**src/rtl/core/assert_macros.svh**
```systemverilog
// Assertion macros shared by the sliding-window RMS RTL.
`ifndef ASSERT_MACROS_SVH
`define ASSERT_MACROS_SVH

`ifndef ASSERT_OFF

`define SWR_ASSERT_IMPLY(name, clk, rst, ante, cons) \
  name: assert property (@(posedge clk) disable iff (rst) (ante) |-> (cons)) \
    else $error("assertion failed");

`define SWR_ASSERT_NEXT(name, clk, rst, ante, cons) \
  name: assert property (@(posedge clk) disable iff (rst) (ante) |=> (cons)) \
    else $error("assertion failed");

`else

`define SWR_ASSERT_IMPLY(name, clk, rst, ante, cons)

`define SWR_ASSERT_NEXT(name, clk, rst, ante, cons)

`endif

`endif

```
**src/rtl/core/swr_pkg.sv**
```systemverilog
// Shared types, constants and helpers of the sliding-window RMS core.
package swr_pkg;

  localparam int SMP_W          = 16;
  localparam int RMS_W          = 16;
  localparam int WIN_W          = 9;
  localparam int SQ_W           = 31;
  localparam int ROOT_STEPS     = 16;
  localparam int DEF_MAX_WINDOW = 256;
  localparam int APB_DATA_W     = 32;
  localparam int APB_ADDR_W     = 3;

  localparam logic [WIN_W-1:0] WIN_RESET = 9'd16;

  // Register index, taken from the word address bit of paddr.
  localparam logic REG_WINDOW_SIZE = 1'b0;

  typedef struct packed {
    logic accept;
    logic square;
    logic update;
    logic accum;
    logic div_step;
    logic root_step;
    logic out_load;
  } cmd_t;

  typedef struct packed {
    logic full;
  } status_t;

  function automatic int sum_width(input int max_win);
    return 32 + $clog2(max_win);
  endfunction

endpackage

```
**src/rtl/core/swr_ctrl.sv**
```systemverilog
// Controller state machine that sequences one request through the datapath.
module swr_ctrl #(
  parameter int DIV_STEPS = 40
) (
  input  logic           clk,
  input  logic           rst,
  input  logic           in_valid,
  output logic           in_ready,
  output logic           out_valid,
  input  logic           out_ready,
  input  swr_pkg::status_t status,
  output swr_pkg::cmd_t  cmd
);
  import swr_pkg::*;

  localparam int CNT_W = $clog2(DIV_STEPS);

  typedef enum logic [2:0] {
    S_IDLE,
    S_SQUARE,
    S_UPDATE,
    S_ACCUM,
    S_DIVIDE,
    S_ROOT,
    S_DELIVER
  } state_t;

  state_t             state;
  logic [CNT_W-1:0]   cnt;

  assign in_ready = (state == S_IDLE);

  always_comb begin
    cmd           = '0;
    cmd.accept    = (state == S_IDLE) && in_valid;
    cmd.square    = (state == S_SQUARE);
    cmd.update    = (state == S_UPDATE);
    cmd.accum     = (state == S_ACCUM);
    cmd.div_step  = (state == S_DIVIDE);
    cmd.root_step = (state == S_ROOT);
    cmd.out_load  = (state == S_DELIVER) && (!out_valid || out_ready);
  end

  always_ff @(posedge clk) begin
    if (rst) begin
      state     <= S_IDLE;
      cnt       <= '0;
      out_valid <= 1'b0;
    end else begin
      if (cmd.out_load) begin
        out_valid <= 1'b1;
      end else if (out_ready) begin
        out_valid <= 1'b0;
      end
      case (state)
        S_IDLE: begin
          if (in_valid) begin
            state <= S_SQUARE;
          end
        end
        S_SQUARE: begin
          state <= S_UPDATE;
        end
        S_UPDATE: begin
          state <= S_ACCUM;
        end
        S_ACCUM: begin
          cnt <= '0;
          if (status.full) begin
            state <= S_DIVIDE;
          end else begin
            state <= S_IDLE;
          end
        end
        S_DIVIDE: begin
          if (cnt == CNT_W'(DIV_STEPS - 1)) begin
            cnt   <= '0;
            state <= S_ROOT;
          end else begin
            cnt <= cnt + 1'b1;
          end
        end
        S_ROOT: begin
          if (cnt == CNT_W'(ROOT_STEPS - 1)) begin
            cnt   <= '0;
            state <= S_DELIVER;
          end else begin
            cnt <= cnt + 1'b1;
          end
        end
        S_DELIVER: begin
          if (!out_valid || out_ready) begin
            state <= S_IDLE;
          end
        end
        default: begin
          state <= S_IDLE;
        end
      endcase
    end
  end

endmodule

```
**config.mk**
```make
export PLATFORM = sky130hd
export DESIGN_NAME = swr_ctrl
export DESIGN_NICKNAME = d
export VERILOG_FILES = /design/src/rtl/core/assert_macros.svh /design/src/rtl/core/swr_pkg.sv /design/src/rtl/core/swr_ctrl.sv
export SDC_FILE = /design/constraint.sdc
export NUM_CORES = 1
export LEC_CHECK = 0
export ABC_AREA = 1
export CAP_MARGIN = 20
export CELL_PAD_IN_SITES_DETAIL_PLACEMENT = 1
export CELL_PAD_IN_SITES_GLOBAL_PLACEMENT = 1
export CORE_MARGIN = 2
export CORE_UTILIZATION = 44
export DETAILED_ROUTE_END_ITERATION = 10
export DONT_BUFFER_PORTS = 1
export MAX_ROUTING_LAYER = met4
export PLACE_DENSITY = 0.79
export SLEW_MARGIN = 5
export SYNTH_ARGS = -nofsm -noshare
export SYNTH_HDL_FRONTEND = slang
export SYNTH_SLANG_ARGS = --single-unit
export TNS_END_PERCENT = 10
```
**constraint.sdc**
```tcl
create_clock -name clk -period 1.9 [get_ports clk]
set_input_delay 0.095 -clock clk [delete_from_list [all_inputs] [get_ports clk]]
set_output_delay 0.095 -clock clk [all_outputs]
set_load 0.01 [all_outputs]
```
Word-level counts from Yosys, hierarchy flattened
Cells that the tools add are included.

Bits of input ports: 5. Word-level logic and storage cells: 35. Register bits after elaboration: 10.

Multiplexer cells: 11. Reductions and logical operators: 8. Add/sub/neg operators: 1. Equal/unequal tests: 12.

Operators with widths (number): $pmux 3 s7 (1); $pmux 6 s3 (1); $mux 3 (5); $mux 6 (2); $eq 3x3->1 const B (3); $add 6x1->6 const B (1); $eq 3x2->1 const B (2); $eq 6x4->1 const B (1); $eq 6x6->1 const B (1); $ne 2x1->1 const B (3); $reduce_and 4->1 (1); $eq 3x1->1 const B (1); $logic_not 3->1 (1); $reduce_bool 3->1 (1); $logic_and 1x1->1 (2); $mux 1 (2); $ne 2x2->1 const B (1); $reduce_bool 2->1 (1); $logic_not 1->1 (1); $logic_or 1x1->1 (1).

Depth between registers and ports, before layout
Gate-level depths: netlist (run 1).

Depth in word-level cells: 4. Gate-level depth with buffers: 10. Depth with buffers taken out: 10.

Worst setup path after synthesis (run 1)
No wires, ideal clock.

Path type: register -> register. From: reg cnt[0]. To: reg state[2]. Cell stages (with the launch flop): 11. Library setup time: 109 ps. Buffers on the path: 0. Path slack: 647 ps. Data required time: 1791 ps. Arrival time: 1144 ps. Cells stage by stage: dfxtp_1 > ha_1 > nand2_2 > nor2_4 > nand2_2 > nand2_4 > nand2_4 > nor2_2 > nand2_1 > nand2_1 > inv_1.

Cells in the longest elaborated chain, start to end: 3. Elaborated cells on any way between the ends: 5. Classes of those cells: eq/ne (4); reduce/logical (1).

Ends and longest elaborated chain: from (decl) (line swr_ctrl.sv:29) `logic [CNT_W-1:0] cnt;`; from (signal assigned) (line swr_ctrl.sv:80) `cnt <= cnt + 1'b1;`; from (signal assigned) (line swr_ctrl.sv:88) `cnt <= cnt + 1'b1;`; $eq 6x6->1 / $eq 6x4->1 (equally long branches) (line swr_ctrl.sv:76, swr_ctrl.sv:84); $ne 2x1->1 (no source line); $reduce_and 4->1 (no source line) *; to (signal assigned) (line swr_ctrl.sv:72) `state <= S_IDLE;`; to (signal assigned) (line swr_ctrl.sv:78) `state <= S_ROOT;`; to (signal assigned) (line swr_ctrl.sv:86) `state <= S_DELIVER;`; to (decl) (line swr_ctrl.sv:28) `state_t state;`.

Mark *: on every way between the ends. The rest lies on a longest branch, timed or not. A chain may end at the register's enable or synchronous reset.

==> flow_metrics.env, run 1 <==
export IMPL_p_leak_uw=0.0003168
export IMPL_rsz0062_at_grt="no"
export IMPL_routed_wl_mm=1.553
export IMPL_syn_cell_area_sq_um=665.6
export IMPL_drt_pass1_iterations=4
export IMPL_vias=605
export IMPL_synth_seq_area_share_pct=30.08
export IMPL_max_stage_delay_ns=0.56
export IMPL_dpl_hpwl_mm=1.174
export IMPL_start_kind="flop"
export IMPL_die_h_um=42.90
export IMPL_cp_slowest_cell="dfxtp_1"
export IMPL_cts_tree="yes"
export IMPL_setup_viol=0
export IMPL_hold_viol=0
export IMPL_wl_met3_um=77
export IMPL_grt_antenna_before_repair=0
export IMPL_period_share_pct=75.75
export IMPL_power_uw=939.9
export IMPL_cp_arrival_ns=1.34
export IMPL_syn_inst=101
export IMPL_cts_resized_gates=0
export IMPL_drt_met1_wl_um=769
export IMPL_cts_buffers_inserted=3
export IMPL_drtIter0Drc=4
export IMPL_top_layer="met4"
export IMPL_slew_viol_final=0
export IMPL_synth_seq_cells=10
export IMPL_syn_avg_cell_area_sq_um=6.590
export IMPL_period_minus_slack_ns=1.439
export IMPL_synth_distinct_cells=19
export IMPL_core_area_sq_um=1454
export IMPL_fin_tns_setup_ns=0
export IMPL_ir_worst_vdd_uv=657.5
export IMPL_layout_commonest_cell="nand2_1"
export IMPL_gp_congestion=0.7849
export IMPL_post_cts_buffers=0
export IMPL_grt_pass1_wl_mm=2.815
export IMPL_grt_max_degree=10
export IMPL_final_antenna_net_count=0
export IMPL_criticalPathCategory="flop to primary output"
export IMPL_htree_levels=1
export IMPL_power_density_nw_per_um2=1337
export IMPL_ys_warn_count=0
export IMPL_grtUsageTotal_pct=21.46
export IMPL_syn_nets=107
export IMPL_cts_root_buf="clkbuf_4"
export IMPL_place_ws_ns=0.4742
export IMPL_clk_latency_ns=0.27
export IMPL_crit_path_cell_trace="inv_1, nor3_1"
export IMPL_area_growth_syn_to_layout_pct=5.639
export IMPL_wl_per_cell_um=13.05
export IMPL_fin_ws_ns=0.4607
export IMPL_worstPathMaxFanout=9
export IMPL_fmax_mhz=694.8
export IMPL_skew_ns=0.003478
export IMPL_worst_pin_slew_ns=0.3891
export IMPL_critPathCaptureType="primary output"
export IMPL_drc=0
export IMPL_hold_buffers=1
export IMPL_status="finished, final reports clean"
export IMPL_die_w_um=42.90
export IMPL_mostFrequentLayoutCells="20 x nand2_1, 15 x nor2_1, 11 x inv_1, 10 x dfxtp_1, 7 x a21oi_1"
export IMPL_drv_cap=0
export IMPL_final_nets=111
export IMPL_vias_per_cell=5.084
export IMPL_drive_above_1_share_pct=22.33
export IMPL_route_met2_wl_um=654
export IMPL_start_util_pct=45.78
export IMPL_cts_clk_slew_worst_paths_ns=0.07
export IMPL_cts_sinks=10
export IMPL_relSlewSlack_pct=73.86
export IMPL_required_ns=1.80
export IMPL_grt_pass1_vias=637
export IMPL_portBuffers=0
export IMPL_core_rowCount=14
export IMPL_clockBufferDepth=2
export IMPL_grt_overflow=0
export IMPL_dieArea_sq_um=1840
export IMPL_hold_class="input port to flop"
export IMPL_io_pins=14
export IMPL_diodes=0
[worst max-delay path, delay by kind of cell (launching register included)]
family | cells | cell delay (ns)
buf+inv | 1 | 0.19
flops | 1 | 0.56
simple gates | 1 | 0.33
[cell usage after synthesis (all sizes together)]
library cell	number	area share (%)
nand2	28	21
nor2	20	15
inv	15	8.5
dfxtp	10	30
a21oi	7	5.3
nand3	6	6.0
o21ai	4	3.0
nand4	3	2.8
nor3	3	2.3
buf	2	2.3
clkinv	1	0.56
ha	1	1.9
or2	1	0.94
[per-layer routing]
| layer | vias up | global-route usage, % |
|---|---|---|
| met3 | 7 | 5.957 |
| met1 | 263 | 27.34 |
| met5 | - | - |
| met4 | 0 | 11.88 |
| met2 | 16 | 30.30 |
| li1 | 319 | - |
[flip-flops by register name, summed over array words and instances, names as in the netlist]
register,count
cnt,6
state,3
out_valid,1
[per-stage QoR]
stage	cell area, sq um	utilization [%]	hold slack, ns	std cells
finish	703.2	48.36	0.003467	119
detailed placement	670.6	46.13	0.1670	115
global placement	670.6	46.13	0.1654	115
global route	703.2	48.36	0.001226	119
CTS	703.2	48.36	0.002739	119
floorplan	665.6	-	0.1641	101
[power by group]
part	internal, uW	switching (uW)
clock	73.4	78.5
sequential	252	87.3
combinational	138	311
total	463	477
[worst paths after layout]
check / slack (ns) / depth (start not counted) / to / startpoint
max: 0.46 / 2 / cmd[5] / state[0]$_SDFFE_PP0P_
min: 0.003 / 3 / cnt[0]$_SDFFE_PP0P_ / rst
max reg2reg: 0.47 / 7 / state[0]$_SDFFE_PP0P_ / state[0]$_SDFFE_PP0P_
min reg2reg: 0.50 / 2 / cnt[1]$_SDFFE_PP0P_ / cnt[1]$_SDFFE_PP0P_
[cell type report]
cell class / count / area [sq um]
Inverter: 16 / 60.06
Fill cell: 196 / 750.7
Multi-Input combinational cell: 73 / 390.4
Tap cell: 16 / 20.02
Sequential cell: 10 / 200.2
Clock buffer: 3 / 22.52
Timing Repair Buffer: 1 / 10.01
[kinds of logic (layout without fill, tap and decap cells)]
family | after synthesis | count (layout) | synth area share [%]
compound gates | 11 | 11 | 8.270
buf+inv | 18 | 20 | 11.28
fa+ha+maj | 1 | 1 | 1.879
simple gates | 61 | 61 | 48.49
flops | 10 | 10 | 30.07
No activity file was read; power rests on OpenSTA's default activity.
==> run 2: changes to the inputs <==
--- a/config.mk
+++ b/config.mk
@@ -10,11 +10,11 @@
 export CELL_PAD_IN_SITES_DETAIL_PLACEMENT = 1
 export CELL_PAD_IN_SITES_GLOBAL_PLACEMENT = 1
 export CORE_MARGIN = 2
-export CORE_UTILIZATION = 44
+export CORE_UTILIZATION = 37
 export DETAILED_ROUTE_END_ITERATION = 10
 export DONT_BUFFER_PORTS = 1
 export MAX_ROUTING_LAYER = met4
-export PLACE_DENSITY = 0.79
+export PLACE_DENSITY = 0.71
 export SLEW_MARGIN = 5
 export SYNTH_ARGS = -nofsm -noshare
 export SYNTH_HDL_FRONTEND = slang
==> constraint.sdc (replaced) <==
create_clock -name clk -period 1.2 [get_ports clk]
set_input_delay 0.06 -clock clk [delete_from_list [all_inputs] [get_ports clk]]
set_output_delay 0.06 -clock clk [all_outputs]
set_load 0.01 [all_outputs]
==> run 2 against run 1 <==
Against the previous run:
- the run now ends with setup timing left
- combinational power rose to 2.7 times the previous value
- final area increased by 39%
- sequential power rose by 52%
- register-to-register slack got worse by 0.54 ns
==> flow_metrics.env, run 2 (synthesis gave the netlist of run 1 again) <==
export IMPL_core_rowCount=15
export IMPL_grt_antenna_before_repair=0
export IMPL_mostFrequentLayoutCells="26 x buf_4, 20 x nand2_1, 14 x nor2_1, 11 x inv_1, 7 x a21oi_1"
export IMPL_power_internal_uw=1137
export IMPL_hold_class="input port to flop"
export IMPL_status="complete, but fails checks"
export IMPL_setup_viol=8
export IMPL_power_uw=2038
export IMPL_clockBufferDepth=2
export IMPL_worst_pin_slew_ns=0.2399
export IMPL_final_nets=138
export IMPL_htree_levels=1
export IMPL_dieArea_sq_um=2154
export IMPL_dpl_cell_area_sq_um=857.1
export IMPL_routed_wl_mm=2.103
export IMPL_register_area_sq_um=206.4
export IMPL_power_switching_uw=900.4
export IMPL_cts_sinks=10
export IMPL_cts_tree="yes"
export IMPL_drtIter0Drc=11
export IMPL_final_util_pct=57.36
export IMPL_multi_input_area_sq_um=430.4
export IMPL_required_ns=1.36
export IMPL_cts_clk_slew_worst_paths_ns=0.08
export IMPL_drv_cap=0
export IMPL_gp_congestion=0.7704
export IMPL_period_share_pct=106.1
export IMPL_swShare_pct=44.19
export IMPL_largest_reg_flops=6
export IMPL_seqPwrFrac_pct=25.2
export IMPL_p_leak_uw=0.0004856
export IMPL_grt_pass1_wl_mm=3.539
export IMPL_wl_per_cell_um=13.48
export IMPL_clk_latency_ns=0.27
export IMPL_relSlewSlack_pct=83.95
export IMPL_fill_cells=237
export IMPL_dpl_hpwl_mm=1.459
export IMPL_die_w_um=46.42
export IMPL_drc=0
export IMPL_drive_above_1_share_pct=46.56
export IMPL_fin_tns_setup_ns=-0.3607
export IMPL_diodes=0
export IMPL_skew_ns=0.005161
export IMPL_slew_viol_final=0
export IMPL_violations="setup timing"
export IMPL_start_kind="flop"
export IMPL_ir_worst_vdd_uv=1062
export IMPL_cts_buffers_inserted=3
export IMPL_portBuffers=0
export IMPL_reg_largest_list="cnt x6, state x3, out_valid x1"
export IMPL_cts_root_buf="clkbuf_4"
export IMPL_start_util_pct=38.97
export IMPL_largest_register="cnt"
export IMPL_grt_max_degree=7
export IMPL_grt_pass1_vias=814
export IMPL_grt_overflow=0
export IMPL_critPathCaptureType="flop"
export IMPL_die_h_um=46.42
export IMPL_area_growth_syn_to_layout_pct=47.18
export IMPL_criticalPathCategory="flop to flop"
export IMPL_drt_pass1_iterations=4
export IMPL_final_antenna_net_count=0
export IMPL_worstPathMaxFanout=5
export IMPL_fmax_mhz=785.7
export IMPL_grtUsageTotal_pct=23.81
export IMPL_power_density_nw_per_um2=2080
export IMPL_io_pins=14
export IMPL_cp_arrival_ns=1.44
export IMPL_period_minus_slack_ns=1.273
export IMPL_clock_power_share_pct=15.3
export IMPL_vias=750
export IMPL_layout_commonest_cell="buf_4"
export IMPL_hold_viol=0
export IMPL_core_area_sq_um=1708
export IMPL_vias_per_cell=4.808
export IMPL_rsz0062_at_grt="yes"
export IMPL_power_frac_comb_pct=59.5
export IMPL_timing_hold_ws_ns=0.01507
export IMPL_fin_ws_ns=-0.07271
export IMPL_design_area_sq_um=979.7
==> run 2: through the flow <==
| step | setup WS, ns | cells |
|---|---|---|
| floorplan | 0.001433 | 101 |
| global placement | -0.06251 | 146 |
| detailed placement | -0.09825 | 146 |
| CTS | -0.09080 | 155 |
| global route | -0.1343 | 156 |
| finish | -0.07271 | 156 |
==> run 2: what timing repair did <==
item,in CTS,in global routing
hold buffers,2,0
endpoints found under the setup margin,12,15
setup buffers,3,1
pin swaps,4,3
gates cloned,0,0
gates resized for setup,6,4
endpoints found under the hold margin,7,0
==> run 2: worst max-delay path, cell delays in order (launching register included) <==
cell and delay (ns):
dfxtp_2 0.36, ha_4 0.15, nand2_4 0.06, inv_2 0.08
nand3_2 0.07, nand2_2 0.10, nand2_4 0.08, nor2_4 0.10
nand2_1 0.06, nand2_1 0.06, inv_1 0.04
==> run 2: layout make-up <==
class | instances | share of cell area [%]
flip-flops and latches | 10 | 21.07
inverters | 16 | 6.130
repair buffers | 28 | 21.97
clock buffers | 4 | 3.704
multi-input cells | 73 | 43.93
well taps | 25 | 3.193
==> run 2: power by group through the flow <==
| stage | clock network, uW | logic [uW] | registers [uW] |
|---|---|---|---|
| final | 312 | 1210 | 514 |
| after CTS | 315 | 1160 | 506 |
| after global routing | 336 | 1340 | 523 |
| after detailed placement | 0 | 1090 | 499 |
| after floorplan | 0 | 702 | 460 |
| after global placement | 0 | 1050 | 491 |
==> run 2: per-layer routing <==
| layer | GRT usage, % | vias to the layer above | routed length (um) |
|---|---|---|---|
| met1 | 29.21 | 358 | 920 |
| met5 | - | - | 0 |
| met4 | 9.714 | 0 | 10 |
| met3 | 2.745 | 2 | 60 |
| li1 | - | 377 | - |
| met2 | 39.17 | 13 | 1111 |
==> run 2: final timing paths <==
path                           endpoint                start  slack [ns]  cells past startpoint
setup reg to reg  state[2]$_SDFFE_PP0P_  cnt[0]$_SDFFE_PP0P_       -0.07                     10
hold reg to reg     cnt[4]$_SDFFE_PP0P_  cnt[4]$_SDFFE_PP0P_        0.54                      2
setup / recovery  state[2]$_SDFFE_PP0P_  cnt[0]$_SDFFE_PP0P_       -0.07                     10
hold / removal    state[0]$_SDFFE_PP0P_                  rst        0.02                      3
==> run 3: changes to the inputs <==
--- a/config.mk
+++ b/config.mk
@@ -5,16 +5,16 @@
 export SDC_FILE = /design/constraint.sdc
 export NUM_CORES = 1
 export LEC_CHECK = 0
-export ABC_AREA = 1
+export ABC_AREA = 0
 export CAP_MARGIN = 20
 export CELL_PAD_IN_SITES_DETAIL_PLACEMENT = 1
 export CELL_PAD_IN_SITES_GLOBAL_PLACEMENT = 1
 export CORE_MARGIN = 2
-export CORE_UTILIZATION = 37
+export CORE_UTILIZATION = 38
 export DETAILED_ROUTE_END_ITERATION = 10
 export DONT_BUFFER_PORTS = 1
 export MAX_ROUTING_LAYER = met4
-export PLACE_DENSITY = 0.71
+export PLACE_DENSITY = 0.7
 export SLEW_MARGIN = 5
 export SYNTH_ARGS = -nofsm -noshare
 export SYNTH_HDL_FRONTEND = slang
==> run 3 against run 2 <==
Against the previous run:
- the flow finishes with violations (hold timing, setup timing)
- synthesized cell count fell by 21%
- critical path depth is 5 lower
- count of clock-buffer cells in the layout unchanged
- register-to-register slack lost 0.14 ns
- via count is 5.2% lower
- first-iteration DRC count is 18% higher
- routed wire length rose by 1.4%
- largest power group unchanged
==> flow_metrics.env, run 3 <==
export IMPL_start_util_pct=41.05
export IMPL_synth_common_cells="11 x nand2_1, 10 x dfxtp_1, 8 x nor2_1"
export IMPL_syn_nets=86
export IMPL_reg2reg_to="cnt[3]$_SDFFE_PP0P_"
export IMPL_final_nets=113
export IMPL_clk_latency_ns=0.27
export IMPL_drt_pass1_iterations=4
export IMPL_rsz0062_at_grt="yes"
export IMPL_cts_tree="yes"
export IMPL_area_growth_syn_to_layout_pct=52.40
export IMPL_diodes=0
export IMPL_synthTopCellsByArea="dfxtp_1 32%, nand2_1 6.6%, nor2_1 4.8%"
export IMPL_synth_seq_area_share_pct=32.00
export IMPL_hold_viol=10
export IMPL_start_kind="flop"
export IMPL_ys_warn_count=0
export IMPL_mostFrequentLayoutCells="24 x buf_4, 9 x nand2_1, 5 x dfxtp_2"
export IMPL_vias_per_cell=5.828
export IMPL_drv_cap=0
export IMPL_register_area_sq_um=214.0
export IMPL_synth_distinct_cells=37
export IMPL_worstPathMaxFanout=6
export IMPL_multi_input_area_sq_um=457.9
export IMPL_htree_levels=1
export IMPL_cts_clk_slew_worst_paths_ns=0.07
export IMPL_core_rowCount=14
export IMPL_drtIter0Drc=13
export IMPL_die_w_um=44.58
export IMPL_period_minus_slack_ns=1.409
export IMPL_synth_main_ff_cell="dfxtp_1"
export IMPL_gp_congestion=0.7683
export IMPL_drc=0
export IMPL_fin_tns_setup_ns=-1.153
export IMPL_synth_top_area_cell="dfxtp_1"
export IMPL_relSlewSlack_pct=77.44
export IMPL_syn_inst=80
export IMPL_syn_cell_area_sq_um=625.6
export IMPL_cts_buffers_inserted=3
export IMPL_grtUsageTotal_pct=25.00
export IMPL_wl_per_cell_um=17.48
export IMPL_synth_most_common_cell="nand2_1"
export IMPL_drive_above_1_share_pct=53.77
export IMPL_violations="hold timing, setup timing"
export IMPL_regToRegSetupSlack_ns=-0.21
export IMPL_grt_max_degree=11
export IMPL_dpl_hpwl_mm=1.604
export IMPL_fill_cells=182
export IMPL_timing_hold_ws_ns=-0.1630
export IMPL_clockBufferDepth=2
export IMPL_fmax_mhz=709.7
export IMPL_setup_viol=10
export IMPL_final_antenna_net_count=0
export IMPL_p_leak_uw=0.0003495
export IMPL_layout_commonest_cell="buf_4"
export IMPL_criticalPathCategory="flop to flop"
export IMPL_r2r_start="cnt[1]$_SDFFE_PP0P_"
export IMPL_slew_viol_final=0
export IMPL_grt_pass1_wl_mm=3.470
export IMPL_hold_class="input port to flop"
export IMPL_dieArea_sq_um=1987
export IMPL_cts_root_buf="clkbuf_4"
export IMPL_io_pins=14
export IMPL_period_share_pct=117.4
export IMPL_worst_pin_slew_ns=0.3353
export IMPL_crit_end="cnt[3]$_SDFFE_PP0P_"
export IMPL_largest_register="cnt"
export IMPL_status="complete, but fails checks"
export IMPL_async_flop_share_pct=0
export IMPL_syn_avg_cell_area_sq_um=7.820
export IMPL_portBuffers=0
export IMPL_core_area_sq_um=1524
export IMPL_cts_sinks=10
export IMPL_required_ns=1.40
export IMPL_ir_worst_vdd_uv=601.2
export IMPL_grt_overflow=0
export IMPL_power_density_nw_per_um2=1186
export IMPL_r2r_cells=5
export IMPL_reg_largest_list="cnt x6, state x3, out_valid x1"
export IMPL_cp_arrival_ns=1.60
export IMPL_final_util_pct=62.56
export IMPL_skew_ns=0.002598
export IMPL_fin_ws_ns=-0.2090
export IMPL_die_h_um=44.58
export IMPL_synth_seq_cells=10
export IMPL_vias=711
export IMPL_grt_antenna_before_repair=0
export IMPL_critPathCaptureType="flop"
export IMPL_routed_wl_mm=2.132
export IMPL_cp_startpoint="cnt[1]$_SDFFE_PP0P_"
export IMPL_grt_pass1_vias=741
export IMPL_synth_enable_flop_cells=0
export IMPL_min_delay_start="rst"
export IMPL_yosysTopAreaCellShare_pct=32.00
export IMPL_largest_reg_flops=6
[run 3: worst min-delay path by stage]
| stage | cells after the start | endpoint | slack [ns] |
|---|---|---|---|
| final | 1 | cnt[1]$_SDFFE_PP0P_ | -0.16 |
| after CTS | 1 | state[1]$_SDFFE_PP0P_ | -0.16 |
| after detailed placement | 1 | cnt[0]$_SDFFE_PP0P_ | 0.13 |
| after global placement | 1 | cnt[0]$_SDFFE_PP0P_ | 0.13 |
| after floorplan | 2 | state[2]$_SDFFE_PP0P_ | 0.23 |
| after global routing | 1 | cnt[1]$_SDFFE_PP0P_ | -0.18 |
[run 3: stage by stage]
step | std cells | setup slack, ns | total power (uW) | instance area, sq um
2_1_floorplan | 80 | -0.07213 | 574.2 | 649.4
3_3_place_gp | 117 | -0.1226 | 724.8 | 829.5
3_5_place_dp | 117 | -0.2060 | 745.7 | 829.5
4_1_cts | 121 | -0.1994 | 1098 | 902.1
5_1_grt | 122 | -0.2745 | 1192 | 953.4
6_report | 122 | -0.2090 | 1131 | 953.4
[run 3: final cells by class]
class | count | area share, %
inverters | 2 | 1.181
clock buffers | 4 | 3.806
flip-flops and latches | 10 | 22.44
well taps | 16 | 2.100
multi-input cells | 63 | 48.03
repair buffers | 27 | 22.44
[run 3: cell families (layout without fill, tap and decap cells)]
group,after synthesis,after routing,synth area share (%)
fa+ha+maj,1,1,2.000
compound gates,17,17,18.60
simple gates,45,45,40.60
flops,10,10,32.00
buf+inv,7,33,6.797
[run 3: timing repair]
action,4_1_cts,5_1_grt
endpoints found under the hold margin,10,10
pin swaps,5,1
endpoints found under the setup margin,17,17
gates resized for setup,13,14
buffers inserted,0,1
[run 3: per-layer routing]
metal,wire length [um],track usage [%]
met1,916,30.62
met2,1103,43.77
met3,93,2.449
met4,18,5.455
met5,0,-
[run 3: critical path, cell delays in order (launching register included)]
cell and delay (ns):
dfxtp_4 0.36, ha_4 0.17, nand3b_1 0.17, a21oi_4 0.07, or4_1 0.42, a31oi_1 0.14
[run 3: power by group]
part	switching (uW)	internal, uW	total [uW]
sequential	32.2	363	395
combinational	208	213	421
clock	131	185	315
total	371	760	1130
